===== src/integer_to_ascii_formatter_assert.svh =====
// assertion macros used by the formatter rtl
`ifndef INTEGER_TO_ASCII_FORMATTER_ASSERT_SVH
`define INTEGER_TO_ASCII_FORMATTER_ASSERT_SVH

// same-cycle implication, disabled during reset
`define I2A_ASSERT_IMP(label, clk, rst_n, ante, cons, msg) \
    label: assert property (@(posedge clk) disable iff (!rst_n) (ante) |-> (cons)) \
        else $error(msg);

// next-cycle implication, disabled during reset
`define I2A_ASSERT_NXT(label, clk, rst_n, ante, cons, msg) \
    label: assert property (@(posedge clk) disable iff (!rst_n) (ante) |=> (cons)) \
        else $error(msg);

`endif


===== src/i2a_pkg.sv =====
package i2a_pkg;

    localparam int unsigned VALUE_W = 64;
    localparam int unsigned BIN_W   = 32;
    localparam int unsigned BCD_DIG = 10;
    localparam int unsigned HEX_DIG = VALUE_W / 4;

    localparam logic [2:0] REQ_UDEC  = 3'd0;
    localparam logic [2:0] REQ_SDEC  = 3'd1;
    localparam logic [2:0] REQ_HEXL  = 3'd2;
    localparam logic [2:0] REQ_HEXU  = 3'd3;
    localparam logic [2:0] REQ_PTR   = 3'd4;

    localparam logic [7:0] CHR_ZERO  = 8'h30;
    localparam logic [7:0] CHR_X     = 8'h78;
    localparam logic [7:0] CHR_MINUS = 8'h2d;
    localparam logic [7:0] CHR_UA    = 8'h41;
    localparam logic [7:0] CHR_LA    = 8'h61;

    typedef enum logic [3:0] {
        ST_IDLE = 4'b0001,
        ST_CONV = 4'b0010,
        ST_SKIP = 4'b0100,
        ST_EMIT = 4'b1000
    } state_t;

    // converter status seen by the sequencer
    typedef struct packed {
        logic busy;
        logic done;
    } dab_stat_t;

    function automatic logic [7:0] digit_char(input logic [3:0] nib, input logic upper);
        logic [7:0] base;
        if (nib < 4'd10) begin
            digit_char = CHR_ZERO + {4'b0000, nib};
        end
        else begin
            base = upper ? CHR_UA : CHR_LA;
            digit_char = base + {4'b0000, nib} - 8'd10;
        end
    endfunction

endpackage


===== src/i2a_dabble.sv =====
module i2a_dabble (
    input  logic                     clk,
    input  logic                     rst_n,
    input  logic                     start,
    input  logic [i2a_pkg::BIN_W-1:0] bin,
    output i2a_pkg::dab_stat_t        stat,
    output logic [4*i2a_pkg::BCD_DIG-1:0] bcd
);
    import i2a_pkg::*;

    localparam int unsigned CNT_W = $clog2(BIN_W);
    localparam logic [CNT_W-1:0] CNT_LAST = CNT_W'(BIN_W - 1);

    logic [BIN_W-1:0]     bin_reg, bin_next;
    logic [4*BCD_DIG-1:0] bcd_reg, bcd_next;
    logic [4*BCD_DIG-1:0] adj;
    logic [CNT_W-1:0]     cnt_reg, cnt_next;
    logic                 busy_reg, busy_next;
    logic                 done_reg, done_next;

    // add-3 on every digit at five or more, ahead of the shift
    always_comb
    begin
        for (int i = 0; i < BCD_DIG; i++)
        begin
            adj[4*i +: 4] = (bcd_reg[4*i +: 4] >= 4'd5) ? bcd_reg[4*i +: 4] + 4'd3
                                                         : bcd_reg[4*i +: 4];
        end
    end

    always_comb
    begin
        bin_next  = bin_reg;
        bcd_next  = bcd_reg;
        cnt_next  = cnt_reg;
        busy_next = busy_reg;
        done_next = 1'b0;
        if (start)
        begin
            bin_next  = bin;
            bcd_next  = '0;
            cnt_next  = '0;
            busy_next = 1'b1;
        end
        else if (busy_reg)
        begin
            bcd_next = {adj[4*BCD_DIG-2:0], bin_reg[BIN_W-1]};
            bin_next = {bin_reg[BIN_W-2:0], 1'b0};
            cnt_next = cnt_reg + 1'b1;
            if (cnt_reg == CNT_LAST)
            begin
                busy_next = 1'b0;
                done_next = 1'b1;
            end
        end
    end

    always_ff @(posedge clk or negedge rst_n)
    begin
        if (!rst_n)
        begin
            busy_reg <= 1'b0;
            done_reg <= 1'b0;
            cnt_reg  <= '0;
        end
        else
        begin
            busy_reg <= busy_next;
            done_reg <= done_next;
            cnt_reg  <= cnt_next;
        end
    end

    always_ff @(posedge clk)
    begin
        bin_reg <= bin_next;
        bcd_reg <= bcd_next;
    end

    assign stat.busy = busy_reg;
    assign stat.done = done_reg;
    assign bcd       = bcd_reg;

endmodule


===== src/integer_to_ascii_formatter.sv =====
// channel  | signals                                 | role
// ---------+-----------------------------------------+------------------------------
// in       | in_valid, in_ready, value, req_type     | one integer and its format
// out      | out_valid, out_ready, char_code,        | one ascii character per word
//          | char_position, is_last                  |
//
// one word in at a time; the next is taken once the last character sits in the
// output register. decimal: accept, bit-serial double dabble of the low half
// (one value bit per cycle), drop leading zeros (up to 9), leave the zero drop,
// then send the characters, with a minus sign first for a negative signed value.
// hex: accept, drop leading zeros (up to 15), leave the zero drop, send; pointer adds 0x.
// a stalled out_ready holds the character and the digit shift register.
// reset clears the sequencer and output valid; no memories, nothing to sweep.
module integer_to_ascii_formatter (
    input  logic                        clk,
    input  logic                        rst_n,
    input  logic                        in_valid,
    output logic                        in_ready,
    input  logic [i2a_pkg::VALUE_W-1:0] value,
    input  logic [2:0]                  req_type,
    output logic                        out_valid,
    input  logic                        out_ready,
    output logic [7:0]                  char_code,
    output logic [4:0]                  char_position,
    output logic                        is_last
);
    import i2a_pkg::*;

    `include "integer_to_ascii_formatter_assert.svh"

    localparam int unsigned NDIG_W = $clog2(HEX_DIG + 1);

    state_t state_reg, state_next;

    // prefix: count of chars still to send, and whether it is "0x" or "-"
    logic [1:0]         pre_cnt_reg, pre_cnt_next;
    logic               pre_ptr_reg, pre_ptr_next;
    logic               upper_reg, upper_next;

    // digits, most significant nibble on top, and how many are left
    logic [VALUE_W-1:0] dig_reg, dig_next;
    logic [NDIG_W-1:0]  ndig_reg, ndig_next;
    logic [4:0]         pos_reg, pos_next;

    // output register
    logic               out_valid_reg, out_valid_next;
    logic [7:0]         out_code_reg, out_code_next;
    logic [4:0]         out_pos_reg, out_pos_next;
    logic               out_last_reg, out_last_next;

    logic               in_acc;
    logic               is_dec;
    logic               neg;
    logic [BIN_W-1:0]   low_mag;
    logic               dab_start;
    dab_stat_t          dab_stat;
    logic [4*BCD_DIG-1:0] bcd;
    logic               load;
    logic [7:0]         cur_char;
    logic               cur_last;

    assign in_ready = (state_reg == ST_IDLE);
    assign in_acc   = in_valid && in_ready;
    assign is_dec   = (req_type == REQ_UDEC) || (req_type == REQ_SDEC);
    assign neg      = (req_type == REQ_SDEC) && value[BIN_W-1];
    // two's complement magnitude; the most negative value comes out as 2^31
    assign low_mag  = neg ? (BIN_W'(0) - value[BIN_W-1:0]) : value[BIN_W-1:0];
    assign dab_start = in_acc && is_dec;

    i2a_dabble u_dabble (
        .clk   (clk),
        .rst_n (rst_n),
        .start (dab_start),
        .bin   (low_mag),
        .stat  (dab_stat),
        .bcd   (bcd)
    );

    // next character: prefix first, then the top digit
    always_comb
    begin
        if (pre_cnt_reg != 2'd0)
        begin
            if (pre_ptr_reg)
                cur_char = (pre_cnt_reg == 2'd2) ? CHR_ZERO : CHR_X;
            else
                cur_char = CHR_MINUS;
        end
        else
        begin
            cur_char = digit_char(dig_reg[VALUE_W-1 -: 4], upper_reg);
        end
    end

    assign cur_last = (pre_cnt_reg == 2'd0) && (ndig_reg == NDIG_W'(1));
    assign load     = (state_reg == ST_EMIT) && (!out_valid_reg || out_ready);

    always_comb
    begin
        state_next     = state_reg;
        pre_cnt_next   = pre_cnt_reg;
        pre_ptr_next   = pre_ptr_reg;
        upper_next     = upper_reg;
        dig_next       = dig_reg;
        ndig_next      = ndig_reg;
        pos_next       = pos_reg;
        out_valid_next = out_valid_reg && !out_ready;
        out_code_next  = out_code_reg;
        out_pos_next   = out_pos_reg;
        out_last_next  = out_last_reg;

        unique case (state_reg)
            ST_IDLE:
            begin
                pos_next = 5'd0;
                if (in_acc)
                begin
                    // unused format codes are dropped without output
                    priority if (is_dec)
                    begin
                        pre_cnt_next = {1'b0, neg};
                        pre_ptr_next = 1'b0;
                        upper_next   = 1'b0;
                        state_next   = ST_CONV;
                    end
                    else if ((req_type == REQ_HEXL) || (req_type == REQ_HEXU) ||
                             (req_type == REQ_PTR))
                    begin
                        pre_cnt_next = (req_type == REQ_PTR) ? 2'd2 : 2'd0;
                        pre_ptr_next = (req_type == REQ_PTR);
                        upper_next   = (req_type == REQ_HEXU);
                        dig_next     = value;
                        ndig_next    = NDIG_W'(HEX_DIG);
                        state_next   = ST_SKIP;
                    end
                    else
                    begin
                        state_next = ST_IDLE;
                    end
                end
            end
            ST_CONV:
            begin
                if (dab_stat.done)
                begin
                    dig_next   = {bcd, {(VALUE_W - 4*BCD_DIG){1'b0}}};
                    ndig_next  = NDIG_W'(BCD_DIG);
                    state_next = ST_SKIP;
                end
            end
            ST_SKIP:
            begin
                // drop leading zeros, keeping at least one digit
                if ((ndig_reg > NDIG_W'(1)) && (dig_reg[VALUE_W-1 -: 4] == 4'd0))
                begin
                    dig_next  = {dig_reg[VALUE_W-5:0], 4'd0};
                    ndig_next = ndig_reg - 1'b1;
                end
                else
                begin
                    state_next = ST_EMIT;
                end
            end
            ST_EMIT:
            begin
                if (load)
                begin
                    out_valid_next = 1'b1;
                    out_code_next  = cur_char;
                    out_pos_next   = pos_reg;
                    out_last_next  = cur_last;
                    pos_next       = pos_reg + 1'b1;
                    if (pre_cnt_reg != 2'd0)
                    begin
                        pre_cnt_next = pre_cnt_reg - 1'b1;
                    end
                    else
                    begin
                        dig_next  = {dig_reg[VALUE_W-5:0], 4'd0};
                        ndig_next = ndig_reg - 1'b1;
                    end
                    if (cur_last)
                        state_next = ST_IDLE;
                end
            end
            default:
            begin
                state_next = ST_IDLE;
            end
        endcase
    end

    always_ff @(posedge clk or negedge rst_n)
    begin
        if (!rst_n)
        begin
            state_reg     <= ST_IDLE;
            out_valid_reg <= 1'b0;
            pre_cnt_reg   <= 2'd0;
            ndig_reg      <= '0;
            pos_reg       <= 5'd0;
        end
        else
        begin
            state_reg     <= state_next;
            out_valid_reg <= out_valid_next;
            pre_cnt_reg   <= pre_cnt_next;
            ndig_reg      <= ndig_next;
            pos_reg       <= pos_next;
        end
    end

    always_ff @(posedge clk)
    begin
        pre_ptr_reg  <= pre_ptr_next;
        upper_reg    <= upper_next;
        dig_reg      <= dig_next;
        out_code_reg <= out_code_next;
        out_pos_reg  <= out_pos_next;
        out_last_reg <= out_last_next;
    end

    assign out_valid     = out_valid_reg;
    assign char_code     = out_code_reg;
    assign char_position = out_pos_reg;
    assign is_last       = out_last_reg;

    // digit count never runs dry while characters are still owed
    `I2A_ASSERT_IMP(a_emit_has_digit, clk, rst_n, state_reg == ST_EMIT,
        ndig_reg != '0, "emit state with no digits left")
    // the converter only reports done while the sequencer waits for it
    `I2A_ASSERT_IMP(a_done_in_conv, clk, rst_n, dab_stat.done,
        state_reg == ST_CONV, "converter done outside conversion")
    // waiting for the converter implies it is running or just finished
    `I2A_ASSERT_IMP(a_conv_active, clk, rst_n, state_reg == ST_CONV,
        dab_stat.busy || dab_stat.done, "conversion state with idle converter")
    // text never exceeds eighteen characters
    `I2A_ASSERT_IMP(a_pos_range, clk, rst_n, out_valid_reg,
        out_pos_reg < 5'd18, "character position out of range")
    // a last character always returns the sequencer to idle
    `I2A_ASSERT_NXT(a_last_to_idle, clk, rst_n, load && cur_last,
        state_reg == ST_IDLE, "last character did not end the word")

endmodule


===== config.mk =====
export PLATFORM = sky130hd
export DESIGN_NAME = integer_to_ascii_formatter
export DESIGN_NICKNAME = d
export VERILOG_FILES = /design/src/i2a_pkg.sv /design/src/i2a_dabble.sv /design/src/integer_to_ascii_formatter.sv
export VERILOG_INCLUDE_DIRS = /design/src /design/src/src
export SDC_FILE = /design/constraint.sdc
export NUM_CORES = 1
export LEC_CHECK = 0
export BUFFER_PORTS_ARGS = -buffer_cell sky130_fd_sc_hd__buf_2
export CAP_MARGIN = 25
export CORE_MARGIN = 2
export CORE_UTILIZATION = 45
export CTS_BUF_LIST = sky130_fd_sc_hd__clkbuf_4 sky130_fd_sc_hd__clkbuf_8
export DETAILED_ROUTE_END_ITERATION = 6
export PLACE_DENSITY = 0.71
export SLEW_MARGIN = 20
export SYNTH_ARGS = -nofsm -noshare
export SYNTH_HDL_FRONTEND = slang
export SYNTH_SLANG_ARGS = --single-unit
export TNS_END_PERCENT = 1

===== constraint.sdc =====
create_clock -name clk -period 6.4 [get_ports clk]
set_input_delay 0.32 -clock clk [delete_from_list [all_inputs] [get_ports clk]]
set_output_delay 0.32 -clock clk [all_outputs]
set_load 0.05 [all_outputs]

# --- After elaboration in Yosys (flattened, before gate mapping) ---
# Cells that the tools add are included.
word_totals:
  output_inout_bits: 16
  latch_bits: 0
  mem_bits_rw: 0
  in_bits: 71
  romBits: 0
  word_cells: 158
  register_bits: 176
  n_memories: 0
classes:
  n_bitwise: 0
  n_reduce_logical: 27
  n_mux: 63
  shifts: 0
  addsub: 18
  order_cmp: 12
  eq_ne: 22
  div_mod_pow: 0
  mul: 0
op_table:
  columns: ["operator", "n"]
  rows:
  - ["$mux W64", 7]
  - ["$pmux W64 S4", 1]
  - ["$mux W32", 3]
  - ["$mux W4", 14]
  - ["$mux W5", 10]
  - ["$ge A4 B3 Y1 const B", 10]
  - ["$add A4 B2 Y4 const B", 9]
  - ["$sub A1 B32 Y32 const A", 1]
  - ["$pmux W5 S4", 1]
  - ["$mux W8", 2]
  - ["$pmux W4 S4", 1]
  - ["$mux W7", 2]
  - ["$ne A2 B2 Y1 const B", 7]
  - ["$mux W2", 6]
  - ["$add A5 B1 Y5 const B", 2]
  - ["$mux W1", 10]
  - ["$pmux W5 S2", 1]
  - ["$reduce_and A5 Y1", 2]
  - ["$mux W3", 3]
  - ["$add A7 B4 Y8", 1]
  - ["$reduce_and A8 Y1", 1]
  - ["$reduce_bool A2 Y1", 4]
  - ["$sub A8 B4 Y8 const B", 1]
  - ["$add A6 B4 Y7 const A", 1]
  - ["other kinds (28)", 42]

# --- Logic depth before layout (Yosys ltp) ---
depth:
  depth_word: 7
  depth_mapped: 9
  depth_no_buf: 7

# --- Modules after synthesis ---
# From an unflattened synthesis, not the netlist that was laid out.
unflattened:
  hier_cells: 941
  hier_area_um2: 9444.1
by_module_without_submodules:
  columns: ["module", "cells_per_inst", "area_per_inst_um2", "instances", "seq_area_each_um2"]
  rows:
  - ["integer_to_ascii_formatter", 537, 5283.8, 1, 2798.9]
  - ["i2a_dabble", 404, 4160.2, 1, 1936.9]

# --- Worst setup path before layout ---
# OpenSTA, ideal clock, no wires.
synth_timing:
  path_kind: "register to register"
  from: "register state_reg[0]"
  to: "register u_dabble.bin_reg[0], enable pin"
  required_ns: 6.011
  setup_time_ns: 0.389
  synth_period_minus_slack_ns: 3.187
  path_buffers: 2
  path_stages_with_launch: 6
  arrival_time_ns: 2.797
  path_slack_ns: 3.213
  cell_sequence: "dfstp_2 > buf_2 > nor4b_4 > nand3_1 > clkbuf_1 > nand2_1"
synth_via:
  elab_chain_cells: 4
synth_lines:
  columns: ["item", "line", "rtl"]
  rows:
  - ["start: declaration", "integer_to_ascii_formatter.sv:33", "state_t state_reg, state_next;"]
  - ["start signal: assignment", "integer_to_ascii_formatter.sv:205", "state_reg <= state_next;"]
  - ["$eq A4 B1 Y1", "integer_to_ascii_formatter.sv:62", "assign in_ready = (state_reg == ST_IDLE);"]
  - ["named net in_ready", "integer_to_ascii_formatter.sv:18", "output logic in_ready,"]
  - ["$logic_and A1 B1 Y1", "integer_to_ascii_formatter.sv:63", "assign in_acc = in_valid && in_ready;"]
  - ["$logic_and A1 B1 Y1", "integer_to_ascii_formatter.sv:68", "assign dab_start = in_acc && is_dec;"]
  - ["$reduce_bool A2 Y1 (no source line)", null, null]
  - ["end signal: assignment", "i2a_dabble.sv:76", "bin_reg <= bin_next;"]
  - ["end: declaration", "i2a_dabble.sv:14", "logic [BIN_W-1:0] bin_reg, bin_next;"]
# The timed path passes the listed nets, and every way through them passes these cells.
# A chain may end at the register's enable or synchronous reset.

# --- Worst setup path in the final report ---
layout_timing:
  from: "register ndig_reg[1]"
  to: "register dig_reg[13], enable pin"
layout_via:
  elab_chain_cells: 4
layout_lines:
  columns: ["item", "line", "rtl"]
  rows:
  - ["start: declaration", "integer_to_ascii_formatter.sv:42", "logic [NDIG_W-1:0] ndig_reg, ndig_next;"]
  - ["start signal: assignment", "integer_to_ascii_formatter.sv:208", "ndig_reg <= ndig_next;"]
  - ["$gt A5 B1 Y1", "integer_to_ascii_formatter.sv:154", "if ((ndig_reg > NDIG_W'(1)) && (dig_reg[VALUE_W-1 -: 4] == 4'd0))"]
  - ["$logic_and A1 B1 Y1", "integer_to_ascii_formatter.sv:154", null]
  - ["$ne A2 B2 Y1 (no source line)", null, null]
  - ["$reduce_and A8 Y1 (no source line)", null, null]
  - ["end signal: assignment", "integer_to_ascii_formatter.sv:217", "dig_reg <= dig_next;"]
  - ["end: declaration", "integer_to_ascii_formatter.sv:41", "logic [VALUE_W-1:0] dig_reg, dig_next;"]
# Every way passes these cells.

==> qor.csv <==
metric,value,unit
Tcrit/Tclk final,0.512,
Syn. warnings,0,
drt total wl,18700,um
DIE WIDTH,145,um
Pleak,4.12,nW
run status,"finished, violations left",
"Seq/Total Area, Yosys",0.526,
Area contributors post-synth,"edfxtp_1 (37%), dfxtp_1 (8.9%), dfrtp_1 (6.4%), a222oi_1 (4.4%), ha_1 (4.2%)",
# setup viols final,0,
syn avg cell area,10.8,um^2
# clock sinks,175,
post-cts sizing count,0,
Synth top area share,0.370,
final core occ,0.515,
Sw Pwr,1.29,mW
largest net degree at the start of global routing,68,
"non-filler cells, final",1175,
Pins Over Slew Limit,0,
worst hold start,value[45],
first-iteration detailed-routing DRC count,649,
DP Worst Slack,3.10,ns
WS Path Type,reg2reg,
violated checks,design-rule violations,
vias,6527,
Worst Max-Slew Pin Slew,1.01,ns
WHS Path Cells,3,
total gr overflow,0,
synthesized area,9010,um^2
Core Area,19500,um^2
IO Pins,87,
first-pass GRT wire length,30800,um
Worst Hold Path EP,dig_reg[45]$_DFFE_PP_,
clock network fraction of total power,0.206,
ys async rst share,0.137,
final antenna-violating net count,0,
post-synth net total,934,
clk root buf,clkbuf_8,
maxcap violations,0,
H-tree depth,4,
internal power,2.54,mW
row cnt,51,
die area,21200,um^2
Final WS setup,3.12,ns
FF-to-FF Start,ndig_reg[1]$_DFFE_PN0P_,
wire per inst,15.9,um
Comb power frac,0.313,
clk_skew,0.0137,ns
synthesized instance count,833,
critical path capture point type,flop,
Cell variety after synth,62,
cell area after layout,10100,um^2
Initial Util,0.461,
Max-Slew Margin vs Limit,0.327,
Overall Global Routing Usage,0.179,
drt pass-1 iters,7,
Sequential Power Share,0.480,
Tmin final,3.28,ns
P per Cell Area,381,nW/um^2
Worst EP required,6.50,ns
Clock Tree Buf Depth,2,
fmax,0.305,GHz
DR vias/cell,5.55,
DRC Markers,7,
Switching Fraction,0.338,
FF-to-FF End,dig_reg[13]$_DFFE_PP_,
RSZ-0062 raised after global routing,no,
Worst R2R Setup Slack,3.12,ns
Post-CTS Hold Buffers,1,
P&R area growth vs syn,11.6,%
"Max FO, Critical Path",45,
number of global-route vias before repair,6167,
prevailing post-synth register cell,edfxtp_1,
clk_lat worst skew,0.47,ns
CTS buffer count,17,
Post-synth EDFFs,111,
Max rail drop VDD,165,uV
PortBufs,85,
initial antenna violation count,2,
share of layout cells above drive strength 1,0.163,
Placement Cell Area,9600,um^2
placed insts,1139,
Setup crit start kind,flop,
Worst R2R Path Depth,7,
setup TNS,0,ns
Hold Fails Final Rpt,0,
"Reg clk slew, reported paths",0.09,ns
Largest register FFs,64,
count of state elements after synthesis,175,
GPL Wtd Cong,0.829,
Yosys top cell by area,edfxtp_1,
WP data arrival,3.38,ns
Die Height,145,um
Post-CTS Setup Bufs,0,
Hold Path Class,in2reg,
nets,997,
hpwl dp,12200,um
CTS tree,done,
## routing by layer
layer / track usage / vias to the layer above / share of wire
met5: 0 / - / 0.00059
met4: 0.0647 / 2 / 0.019
met3: 0.0392 / 27 / 0.049
met2: 0.299 / 163 / 0.48
met1: 0.232 / 3131 / 0.45
li1: - / 3204 / -
## metrics by stage
stage / total power, mW / hold slack [ns]
5_1_grt: 4.14 / 0.151
3_3_place_gp: 3.01 / 0.338
6_report: 3.83 / 0.157
3_5_place_dp: 3.07 / 0.343
2_1_floorplan: 2.77 / 0.0244
4_1_cts: 3.86 / 0.132
## cell type report
class,count,area [um^2]
Timing Repair Buffer,95,523
Antenna cell,1,2.50
Multi-Input combinational cell,531,3770
Clock buffer,18,241
Tap cell,265,332
Inverter,76,285
Fill cell,1751,9470
Clock inverter,14,165
Sequential cell,175,4740
## power by group through the flow
stage | Clock (mW) | Combinational [mW] | Sequential (mW)
after floorplan | 0 | 0.987 | 1.78
after global placement | 0 | 1.16 | 1.85
after detailed placement | 0 | 1.21 | 1.86
after CTS | 0.809 | 1.21 | 1.84
after global routing | 0.862 | 1.39 | 1.89
final | 0.790 | 1.20 | 1.84
## synth_stat cells (7+ instances only)
cell type and n:
dfrtp_1 23, mux2i_1 32, dfxtp_1 40, a22o_1 22, a222oi_1 40, and2_1 7
inv_1 76, nand3_1 18, buf_1 9, xnor2_1 21, clkbuf_1 31, nand2_1 61
nor3b_1 10, o21ai_1 7, o31ai_1 9, o21ai_0 56, ha_1 30, nor2_1 46
xor2_1 28, edfxtp_1 111, a211oi_1 12, a21oi_1 43, nand2b_1 14
## worst max path at each step
stage	startpoint	end	cells past startpoint
CTS	ndig_reg[1]$_DFFE_PN0P_	dig_reg[22]$_DFFE_PP_	7
global route	ndig_reg[1]$_DFFE_PN0P_	dig_reg[16]$_DFFE_PP_	7
global placement	ndig_reg[1]$_DFFE_PN0P_	dig_reg[1]$_SDFFCE_PN0P_	7
floorplan	state_reg[0]$_DFFE_PN1P_	u_dabble.bin_reg[0]$_SDFFCE_PN0P_	5
detailed placement	ndig_reg[1]$_DFFE_PN0P_	dig_reg[1]$_SDFFCE_PN0P_	7
finish	ndig_reg[1]$_DFFE_PN0P_	dig_reg[13]$_DFFE_PP_	7
## kinds of logic after synthesis
| logic type | after synthesis | synth area share |
|---|---|---|
| and+or+nand+nor | 196 | 0.113 |
| DFF | 175 | 0.526 |
| buffers and inverters | 127 | 0.0578 |
| muxes | 34 | 0.0385 |
| AOI/OAI and AO/OA | 221 | 0.175 |
| other | 1 | 0.000416 |
| adders and majority gates | 30 | 0.0417 |
| xor gates and xnor gates | 49 | 0.0476 |
## worst max-delay path: stages, from the launching register on
cell	delay, ns
dfrtp_1	0.40
inv_1	0.08
ha_1	0.19
o21bai_1	0.15
a2111o_1	0.46
a211oi_2	0.37
and2_2	0.60
buf_4	0.62
## cell usage in the layout (no fill, tap or decap), types with 3 or more instances in the layout
cell       instances
clkinv_1           3
a22o_1            22
clkbuf_8          17
edfxtp_1         111
o21ai_1            7
mux2i_1           32
o211ai_1           5
o31ai_1            9
inv_1             76
ha_1              30
bufinv_16          3
nand2b_1          14
a21oi_1           43
or4_1              3
o41ai_1            6
a222oi_1          40
a211oi_1          12
and2_1             6
nand3_1           17
nor3_1             4
nor3b_1           10
o21ai_0           56
a31oi_1            4
and3_1             5
dfrtp_1           22
a21o_1             3
or3_1              4
inv_6              3
nand2_1           61
xnor2_1           21
dfxtp_1           40
nor4_2             3
xor2_1            28
nor2b_1            5
buf_4              7
nor2_1            46
buf_2             85
(Power assumes the default switching activity.)
